[config.mk]
export PLATFORM = sky130hd
export DESIGN_NAME = sync_frame_parser_fletcher_top
export DESIGN_NICKNAME = d
export VERILOG_FILES = /design/src/rtl/sfpf_pkg.sv /design/src/rtl/sfpf_core.sv /design/src/rtl/sfpf_out_reg.sv /design/src/rtl/sync_frame_parser_fletcher_top.sv
export SDC_FILE = /design/constraint.sdc
export NUM_CORES = 1
export LEC_CHECK = 0
export BUFFER_PORTS_ARGS = -buffer_cell sky130_fd_sc_hd__buf_4
export CAP_MARGIN = 20
export CELL_PAD_IN_SITES_DETAIL_PLACEMENT = 2
export CELL_PAD_IN_SITES_GLOBAL_PLACEMENT = 2
export CORE_MARGIN = 8
export CORE_UTILIZATION = 38
export DETAILED_ROUTE_END_ITERATION = 10
export PLACE_DENSITY_LB_ADDON = 0.3
export RECOVER_POWER = 100
export SYNTH_ARGS = -nofsm -noshare
export SYNTH_HDL_FRONTEND = slang
export SYNTH_SLANG_ARGS = --single-unit
[constraint.sdc]
create_clock -name clk -period 5.8 [get_ports clk]
set_input_delay 1.74 -clock clk [delete_from_list [all_inputs] [get_ports clk]]
set_output_delay 1.74 -clock clk [all_outputs]
set_load 0.03 [all_outputs]
[src/rtl/sfpf_pkg.sv]
// Shared types and constants for the sync frame parser with Fletcher-8 check.
// Used by sfpf_core, sfpf_out_reg and sync_frame_parser_fletcher_top.
`default_nettype none

package sfpf_pkg;

  // Sync pair that opens every frame
  localparam logic [7:0] SYNC_FIRST  = 8'hB5;
  localparam logic [7:0] SYNC_SECOND = 8'h62;

  // Header byte positions
  localparam logic [1:0] HDR_POS_CLASS  = 2'd0;
  localparam logic [1:0] HDR_POS_ID     = 2'd1;
  localparam logic [1:0] HDR_POS_LEN_LO = 2'd2;
  localparam logic [1:0] HDR_POS_LEN_HI = 2'd3;

  // Parser phases
  typedef enum logic [1:0] {
    PH_HUNT    = 2'd0,
    PH_HEADER  = 2'd1,
    PH_PAYLOAD = 2'd2,
    PH_CHECK   = 2'd3
  } phase_t;

  // One result item
  typedef struct packed {
    logic        payload_valid;
    logic [7:0]  payload_byte;
    logic [15:0] payload_offset;
    logic [7:0]  msg_class;
    logic [7:0]  msg_id;
    logic [15:0] msg_length;
    logic        frame_done;
    logic        checksum_ok;
  } result_t;

endpackage

`default_nettype wire

[src/rtl/sfpf_core.sv]
// Parser state machine, header capture and Fletcher-8 sums.
// Depends on sfpf_pkg; computes one result per accepted byte.
`default_nettype none

module sfpf_core (
  input  wire logic            clk,
  input  wire logic            rst_n,
  input  wire logic            step_en,
  input  wire logic [7:0]      rx_byte,
  output sfpf_pkg::result_t    res_nxt
);
  import sfpf_pkg::*;

  phase_t      phase_r, phase_nxt;
  logic        sync_matched_r, sync_matched_nxt;
  logic [1:0]  header_count_r, header_count_nxt;
  logic [7:0]  hdr_class_r, hdr_class_nxt;
  logic [7:0]  hdr_id_r, hdr_id_nxt;
  logic [15:0] hdr_length_r, hdr_length_nxt;
  logic [15:0] payload_count_r, payload_count_nxt;
  logic [7:0]  sum_a_r, sum_a_nxt;
  logic [7:0]  sum_b_r, sum_b_nxt;
  logic [7:0]  first_check_r, first_check_nxt;
  logic        check_count_r, check_count_nxt;

  logic [7:0]  sum_a_add;
  logic [7:0]  sum_b_add;
  logic [15:0] payload_count_inc;
  logic        length_zero;
  logic        payload_last;

  // Running Fletcher-8 sums with the current byte folded in
  assign sum_a_add = sum_a_r + rx_byte;
  assign sum_b_add = sum_b_r + sum_a_add;

  assign payload_count_inc = payload_count_r + 16'd1;
  assign payload_last      = (payload_count_inc == hdr_length_r);
  // Length as it stands once the high byte lands
  assign length_zero       = (rx_byte == 8'd0) && (hdr_length_r[7:0] == 8'd0);

  // Next phase
  always_comb begin
    phase_nxt = phase_r;
    unique case (phase_r)
      PH_HUNT: begin
        if (sync_matched_r && (rx_byte == SYNC_SECOND)) phase_nxt = PH_HEADER;
      end
      PH_HEADER: begin
        if (header_count_r == HDR_POS_LEN_HI) begin
          phase_nxt = length_zero ? PH_CHECK : PH_PAYLOAD;
        end
      end
      PH_PAYLOAD: begin
        if (payload_last) phase_nxt = PH_CHECK;
      end
      PH_CHECK: begin
        if (check_count_r) phase_nxt = PH_HUNT;
      end
      default: phase_nxt = PH_HUNT;
    endcase
  end

  // Datapath updates and result for the current byte
  always_comb begin
    sync_matched_nxt  = sync_matched_r;
    header_count_nxt  = header_count_r;
    hdr_class_nxt     = hdr_class_r;
    hdr_id_nxt        = hdr_id_r;
    hdr_length_nxt    = hdr_length_r;
    payload_count_nxt = payload_count_r;
    sum_a_nxt         = sum_a_r;
    sum_b_nxt         = sum_b_r;
    first_check_nxt   = first_check_r;
    check_count_nxt   = check_count_r;

    res_nxt                = '0;

    unique case (phase_r)
      PH_HUNT: begin
        if (!sync_matched_r) begin
          sync_matched_nxt = (rx_byte == SYNC_FIRST);
        end else begin
          // Mismatch drops back to the hunt without rechecking this byte
          sync_matched_nxt = 1'b0;
          if (rx_byte == SYNC_SECOND) begin
            sum_a_nxt        = 8'd0;
            sum_b_nxt        = 8'd0;
            header_count_nxt = 2'd0;
          end
        end
      end
      PH_HEADER: begin
        sum_a_nxt = sum_a_add;
        sum_b_nxt = sum_b_add;
        unique case (header_count_r)
          HDR_POS_CLASS:  hdr_class_nxt = rx_byte;
          HDR_POS_ID:     hdr_id_nxt    = rx_byte;
          HDR_POS_LEN_LO: hdr_length_nxt = {hdr_length_r[15:8], rx_byte};
          HDR_POS_LEN_HI: hdr_length_nxt = {rx_byte, hdr_length_r[7:0]};
          default:        hdr_class_nxt = hdr_class_r;
        endcase
        if (header_count_r == HDR_POS_LEN_HI) begin
          header_count_nxt  = 2'd0;
          payload_count_nxt = 16'd0;
          check_count_nxt   = 1'b0;
        end else begin
          header_count_nxt  = header_count_r + 2'd1;
        end
      end
      PH_PAYLOAD: begin
        sum_a_nxt              = sum_a_add;
        sum_b_nxt              = sum_b_add;
        res_nxt.payload_valid  = 1'b1;
        res_nxt.payload_byte   = rx_byte;
        res_nxt.payload_offset = payload_count_r;
        if (payload_last) begin
          payload_count_nxt = 16'd0;
          check_count_nxt   = 1'b0;
        end else begin
          payload_count_nxt = payload_count_inc;
        end
      end
      PH_CHECK: begin
        if (!check_count_r) begin
          first_check_nxt = rx_byte;
          check_count_nxt = 1'b1;
        end else begin
          check_count_nxt     = 1'b0;
          sync_matched_nxt    = 1'b0;
          res_nxt.frame_done  = 1'b1;
          res_nxt.checksum_ok = (first_check_r == sum_a_r) && (rx_byte == sum_b_r);
        end
      end
      default: sync_matched_nxt = 1'b0;
    endcase

    // Header fields as they stand after this byte
    res_nxt.msg_class  = hdr_class_nxt;
    res_nxt.msg_id     = hdr_id_nxt;
    res_nxt.msg_length = hdr_length_nxt;
  end

  // Advance state on each accepted byte
  always_ff @(posedge clk) begin
    if (!rst_n) begin
      phase_r         <= PH_HUNT;
      sync_matched_r  <= 1'b0;
      header_count_r  <= 2'd0;
      hdr_class_r     <= 8'd0;
      hdr_id_r        <= 8'd0;
      hdr_length_r    <= 16'd0;
      payload_count_r <= 16'd0;
      sum_a_r         <= 8'd0;
      sum_b_r         <= 8'd0;
      first_check_r   <= 8'd0;
      check_count_r   <= 1'b0;
    end else if (step_en) begin
      phase_r         <= phase_nxt;
      sync_matched_r  <= sync_matched_nxt;
      header_count_r  <= header_count_nxt;
      hdr_class_r     <= hdr_class_nxt;
      hdr_id_r        <= hdr_id_nxt;
      hdr_length_r    <= hdr_length_nxt;
      payload_count_r <= payload_count_nxt;
      sum_a_r         <= sum_a_nxt;
      sum_b_r         <= sum_b_nxt;
      first_check_r   <= first_check_nxt;
      check_count_r   <= check_count_nxt;
    end
  end

endmodule

`default_nettype wire

[src/rtl/sfpf_out_reg.sv]
// Result register with valid/stall handshake toward the receiver.
// Depends on sfpf_pkg for the result struct.
`default_nettype none

module sfpf_out_reg (
  input  wire logic              clk,
  input  wire logic              rst_n,
  input  wire logic              load,
  input  wire sfpf_pkg::result_t res_nxt,
  input  wire logic              out_stall,
  output logic                   out_valid,
  output logic                   busy,
  output sfpf_pkg::result_t      res
);
  import sfpf_pkg::*;

  logic    valid_r, valid_nxt;
  result_t res_r;

  // Slot is busy while a result waits under stall
  assign busy = valid_r && out_stall;

  always_comb begin
    valid_nxt = valid_r;
    if (load) begin
      valid_nxt = 1'b1;
    end else if (valid_r && !out_stall) begin
      valid_nxt = 1'b0;
    end
  end

  // Hold control state
  always_ff @(posedge clk) begin
    if (!rst_n) begin
      valid_r <= 1'b0;
    end else begin
      valid_r <= valid_nxt;
    end
  end

  // Capture the new result on each input transfer
  always_ff @(posedge clk) begin
    if (load) begin
      res_r <= res_nxt;
    end
  end

  assign out_valid = valid_r;
  assign res       = res_r;

endmodule

`default_nettype wire

[src/rtl/sync_frame_parser_fletcher_top.sv]
// Top level of the sync frame parser with Fletcher-8 check.
// Depends on sfpf_pkg, sfpf_core and sfpf_out_reg.
//
// Usage:
//   Input channel: one received byte per transfer on in_rx_byte
//   (in_valid / in_stall). Every input byte yields exactly one result.
//   Result channel: out_valid / out_stall with the payload byte, its
//   offset, the current class, id and length, and on the last checksum
//   byte frame_done and checksum_ok.
//   The result for a byte appears in the cycle after its transfer.
//   Throughput: one byte per cycle when not stalled; the parser state and the result
//   register update in the same edge, so a byte can follow in every cycle.
//   A result waiting in the output register is replaced in the same edge
//   it is taken, so back-to-back flow continues under no stall.
//   Stall: while out_valid is high and out_stall is high the result is
//   held and in_stall is raised, so no byte is taken.
//   Reset (rst_n low, synchronous): the parser returns to sync hunt, all
//   sums and header fields clear, and the result register empties.
`default_nettype none

module sync_frame_parser_fletcher_top (
  input  wire logic        clk,
  input  wire logic        rst_n,
  input  wire logic        in_valid,
  output logic             in_stall,
  input  wire logic [7:0]  in_rx_byte,
  output logic             out_valid,
  input  wire logic        out_stall,
  output logic             out_payload_valid,
  output logic [7:0]       out_payload_byte,
  output logic [15:0]      out_payload_offset,
  output logic [7:0]       out_msg_class,
  output logic [7:0]       out_msg_id,
  output logic [15:0]      out_msg_length,
  output logic             out_frame_done,
  output logic             out_checksum_ok
);
  import sfpf_pkg::*;

  logic    busy;
  logic    in_xfer;
  result_t res_nxt;
  result_t res;

  // Accept a byte whenever the result slot is free or being emptied
  assign in_stall = busy;
  assign in_xfer  = in_valid && !busy;

  sfpf_core u_core (
    .clk     (clk),
    .rst_n   (rst_n),
    .step_en (in_xfer),
    .rx_byte (in_rx_byte),
    .res_nxt (res_nxt)
  );

  sfpf_out_reg u_out_reg (
    .clk       (clk),
    .rst_n     (rst_n),
    .load      (in_xfer),
    .res_nxt   (res_nxt),
    .out_stall (out_stall),
    .out_valid (out_valid),
    .busy      (busy),
    .res       (res)
  );

  // Unpack the result onto the ports
  assign out_payload_valid  = res.payload_valid;
  assign out_payload_byte   = res.payload_byte;
  assign out_payload_offset = res.payload_offset;
  assign out_msg_class      = res.msg_class;
  assign out_msg_id         = res.msg_id;
  assign out_msg_length     = res.msg_length;
  assign out_frame_done     = res.frame_done;
  assign out_checksum_ok    = res.checksum_ok;

endmodule

`default_nettype wire
== Word level (Yosys, flattened, before mapping) ==
Index checks and enable logic that the tools add are counted.
W data, S select, Z words.
Cells by class
  muxes and demuxes: 34
  bitwise operators: 1
  $add $sub $neg: 4
  eq/ne operators: 17
  reduce and logical (&&, ||, !) cells: 27
Operators by type and width (number)
  $pmux W16 S2: 2
  $mux W16: 3
  $mux W8: 6
  $pmux W8 S2: 2
  $mux W25: 1
  $add A16 B1 Y16 const B: 1
  $add A8 B8 Y8: 2
  $eq A16 B16 Y1: 1
  $eq A8 B8 Y1: 2
  $logic_not A8 Y1: 2
  $mux W2: 8
  $ne A2 B1 Y1 const B: 6
  $reduce_and A4 Y1: 3
  $reduce_bool A2 Y1: 5
  $reduce_and A3 Y1: 3
  $eq A2 B2 Y1 const B: 4
  $eq A8 B7 Y1 const B: 1
  $eq A8 B8 Y1 const B: 1
  $mux W1: 8
  $pmux W2 S4: 1
  $logic_and A1 B1 Y1: 6
  $reduce_and A5 Y1: 1
  $eq A2 B1 Y1 const B: 2
  $logic_not A2 Y1: 2
  9 further kinds: 10
Storage, ports and cells
  input bits: 12
  logic and storage cells: 103
  output and inout bits: 61
  register bits after elaboration: 138

== Logic depth before layout (Yosys ltp) ==
  depth in word-level cells: 5
  depth in mapped cells: 13
  mapped depth without buffers: 13

== Modules after synthesis ==
A second synthesis with hierarchy kept.
Second synthesis, totals
  cells, all modules: 650
  area total of the unflattened synthesis: 6909.1 sq um
Modules (own cells, without submodules)
  sfpf_core: seq. area each 1561.5 sq um, area an instance 5087.4 sq um, times used 1, cells an instance 587
  sfpf_out_reg: seq. area each 1791.7 sq um, area an instance 1808.0 sq um, times used 1, cells an instance 62
  sync_frame_parser_fletcher_top: seq. area each 0.0 sq um, area an instance 13.8 sq um, times used 1, cells an instance 1

== Worst setup path after synthesis ==
No wires, ideal clock.
  path kind: input-to-reg
  start: input port out_stall
  end: register u_core.hdr_length_r[14]
  required time: 5672 ps
  setup slack: 964 ps
  stages: 6
  data arrival time: 4708 ps
  cell sequence: and2_1 -> nor2b_1 -> clkbuf_1 -> clkbuf_1 -> mux2i_1 -> nor2_1
On the way
  word-level cells in the longest chain between the ends: 3
Ends and longest elaborated chain
  from (decl): RTL line sync_frame_parser_fletcher_top.sv:28  | input wire logic out_stall,
  $logic_and A1 B1 Y1: RTL line sfpf_out_reg.sv:21  | assign busy = valid_r && out_stall;
  $logic_not A1 Y1: RTL line sync_frame_parser_fletcher_top.sv:47  | assign in_xfer = in_valid && !busy;
  $logic_and A1 B1 Y1: RTL line sync_frame_parser_fletcher_top.sv:47
  via in_xfer: RTL line sync_frame_parser_fletcher_top.sv:41  | logic in_xfer;
  to (signal assigned): RTL line sfpf_core.sv:163  | hdr_length_r <= hdr_length_nxt;
  to (decl): RTL line sfpf_core.sv:19  | logic [15:0] hdr_length_r, hdr_length_nxt;
The timed path passes the listed nets, and every way through them passes these cells.
A chain may end at the register's enable or synchronous reset.

== Worst setup path in the final report ==
  start: input port in_rx_byte[0]
  end: register u_core.sum_b_r[7]
On the way
  word-level cells in the longest chain between the ends: 3
Ends and longest elaborated chain
  from (decl): RTL line sync_frame_parser_fletcher_top.sv:26  | input wire logic [7:0] in_rx_byte,
  $add A8 B8 Y8 or $eq A8 B7 Y1 (tied branches): RTL line sfpf_core.sv:33, sfpf_core.sv:85
  $add A8 B8 Y8 or $ne A2 B1 Y1 (tied branches)
  $pmux W8 S2 or $reduce_and A4 Y1 (tied branches)
  to (signal assigned): RTL line sfpf_core.sv:166  | sum_b_r <= sum_b_nxt;
  to (decl): RTL line sfpf_core.sv:22  | logic [7:0] sum_b_r, sum_b_nxt;
Parallel ways exist; a longest one is shown, timed or not.

==> results.md <==
- Status: complete, no violations
- Worst VDD drop: 0.212 mV
- Synth Flop Type: dfxtp_1
- Max-slew violation count: 0
- Vias in the first global route: 6292
- First-pass GRT wire length: 35100 um
- Antenna Cells: 0
- Core Box Area: 0.0180 mm^2
- Max transition margin: 0.178
- Final instance area: 0.00794 mm^2
- Critical Path AT: 5.01 ns
- XOR/XNOR Fraction of Synth Area: 0.0564
- Post-CTS sizing: 0
- Mapped Area: 0.00699 mm^2
- DP Area: 0.00764 mm^2
- Most used cell, CP: a21oi_1
- Crit path cell chain: clkbuf_1 -> ha_1 -> fa_1 -> ha_1 -> a21o_1 -> a21oi_1 -> o21bai_1 -> a21oi_1 -> o21ai_0 -> xnor2_1 -> mux2_2 -> a21oi_1
- Final GP Congestion: 0.883
- Hold Path Cell Cnt: 2
- Flops & latches, synth: 138
- WL final: 22500 um
- Vias post-DR: 5621
- Main combinational cell family by area after synthesis: simple AND/OR/NAND/NOR gates
- Crit share post-route: 0.804
- Synth area leader: edfxtp_1
- Fin worst setup slack: 1.14 ns
- Crit Path Max Fanout: 10
- Post-placement setup slack: 0.994 ns
- Global Route Usage Sum: 0.200
- Seq/Total Area, Yosys: 0.480
- Worst Hold Class: reg -> reg
- Initial drt markers: 286
- Slew @ Worst Pin: 1.23 ns
- Area Growth Syn to Fin: 13.6%
- Fmax: 214 MHz
- Nets: 784
- Antenna Nets Post-Route: 0
- Die span in x: 152 um
- CTS Buf Count: 17
- Post-DR vias/cell: 5.69
- Synth Area in Simple Gates: 0.191
- Clk slew on worst S/H paths: 0.06 ns
- Initial antenna violation count: 0
- Critical Path RT: 6.15 ns
- Period minus WS final: 4.66 ns
- Startpoint types: input pin
- DRC errors left: 0
- Adder-Cell Fraction of Synth Area: 0.0487
- Die height: 152 um
- Post-DP HPWL: 15300 um
- Cell Pwr Density: 281 mW/mm^2
- TNS Setup: 0 ns
- Number of synthesis warnings: 0
- Layout cells sized above 1: 0.0804
- Yosys top cell area share: 0.253
- Async set-reset flop share out of synthesis: 0
- Die area: 0.0230 mm^2
- Largest net degree at the start of global routing: 57
- Hold Path Origin: u_core.first_check_r[2]
- Crit path from: in_rx_byte[0]
- Syn_nets: 736
- Final hold slack: 0.480 ns
- Reg2Reg Depth: 10
- Root Driver: clkbuf_16
- Starting Density: 0.388
- Skew final: 0.0117 ns
- I/O Buffers: 72
- Unrepaired setup endpoints after global routing: no
- Levels on crit path: 12
- Yosys cell types: 62
- Mapped Cells: 698
- Clock buffer depth: 2
- Final hold violation count: 0
- Io pins: 73
- Global route overflow: 0
- CTS tree: done
- Ranking of synthesized cells by area: edfxtp_1, dfxtp_1, mux2i_1
- R2r setup slk: 1.44 ns
- WP buf/inv: 1
- Post-synth EDFFs: 59
- Worst path max stage delay: 0.47 ns
- H-tree depth: 4
- Clock sinks: 138
- Critical path's top delay family: compound AO/OA/AOI/OAI gates
- FP Rows: 49
- Crit. End Element: flip-flop
- RR Startpoint: u_core.payload_count_r[0]
- Post-synthesis mux area share: 0.0747
- Critical path class: in -> reg
- Count of final setup violators: 0
- Slowest cell on the critical path: clkbuf_1
- Synth Area in Compound Gates: 0.109
- Post-CTS setup buffer count: 0
- Max Cap Viol: 0
- Worst-skew pair later-pin latency: 0.43 ns
- Pleak: 2.90 nW
- # hold bufs at CTS: 0
- Number of iterations in the first detailed-routing pass: 5
- Per-cell routed wire length: 22.8 um
- Mean Syn Cell Area: 10.0 um^2
-- worst min-delay path: stages (launching register included) --
cell and delay [ns]:
dfxtp_1 0.32, nand2_1 0.06, a21oi_1 0.05
-- flip-flops by register name (all words and copies together) (netlist names) --
register and cells:
u_core.sum_a_r 8, u_core.header_count_r 2, u_core.check_count_r 1, u_core.hdr_length_r 16, u_out_reg.out_valid 1, u_core.hdr_class_r 8
u_core.payload_count_r 16, u_core.sum_b_r 8, u_core.first_check_r 8, u_core.hdr_id_r 8, u_out_reg.res 59, u_core.phase_r 2
u_core.sync_matched_r 1
-- layout make-up --
| class | count | area, um^2 |
|---|---|---|
| clock inverters | 9 | 61.3 |
| fillers | 2006 | 10100 |
| multi-input cells | 495 | 3340 |
| flip-flops and latches | 138 | 3350 |
| clock buffers | 23 | 512 |
| inverters | 16 | 60.1 |
| well taps | 229 | 287 |
| repair buffers | 78 | 323 |
-- kinds of logic after synthesis --
family,count (synthesis)
multiplexers,50
adder cells (fa/ha/maj),26
buffers and inverters,65
flip-flops,138
XOR/XNOR,45
AO/OA/AOI/OAI,113
AND/OR/NAND/NOR,261
-- cell usage after synthesis, types with 4 or more instances --
| cell | number |
|---|---|
| a21oi_1 | 45 |
| a22o_1 | 17 |
| a22oi_1 | 5 |
| a31oi_1 | 5 |
| and2_1 | 31 |
| and3b_1 | 4 |
| buf_4 | 7 |
| clkbuf_1 | 37 |
| dfxtp_1 | 79 |
| edfxtp_1 | 59 |
| ha_1 | 24 |
| inv_1 | 16 |
| mux2_2 | 17 |
| mux2i_1 | 33 |
| nand2_1 | 56 |
| nand2b_1 | 8 |
| nand3_1 | 32 |
| nand4_1 | 11 |
| nor2_1 | 69 |
| nor2b_1 | 11 |
| nor3_1 | 11 |
| nor4_1 | 8 |
| o211ai_1 | 10 |
| o21ai_0 | 5 |
| xnor2_1 | 36 |
| xor2_1 | 9 |
-- metal layers --
metal / global-route usage / up-vias / wire [um]
li1: - / 2573 / -
met3: 0.0413 / 40 / 1030
met5: 0 / - / 0
met2: 0.366 / 147 / 12000
met4: 0.0980 / 0 / 572
met1: 0.216 / 2861 / 8860
-- worst paths after layout --
kind / end
setup reg to reg: u_core.phase_r[0]
hold reg to reg: u_core.first_check_r[2]
hold / removal: u_core.first_check_r[2]
setup / recovery: u_core.sum_b_r[7]
-- placed cells by master (no fill, tap or decap), drive strengths merged, types with 9 or more instances in the layout --
master	synthesis	routed
dfxtp	79	79
nand2	56	56
and2	31	31
xor2	9	9
xnor2	36	36
o211ai	10	10
edfxtp	59	59
mux2i	33	33
nand4	13	13
ha	24	24
a22o	17	17
clkbuf	38	94
nor2b	11	11
nor3	12	12
mux2	17	17
nor4	9	9
inv	16	18
nand3	32	32
a21oi	46	46
nor2	69	69
-- per-stage QoR --
step	instances	total power, mW	utilization
after floorplan	698	1.16	-
after global placement	955	1.21	0.424
after detailed placement	955	1.22	0.424
after CTS	987	2.28	0.456
after global routing	988	2.30	0.440
final	988	2.23	0.440
-- power by group --
part | switching [mW] | internal [mW]
sequential | 0.00564 | 1.03
combinational | 0.111 | 0.0287
clock | 0.431 | 0.624
Power figures use the tool's default switching activity.
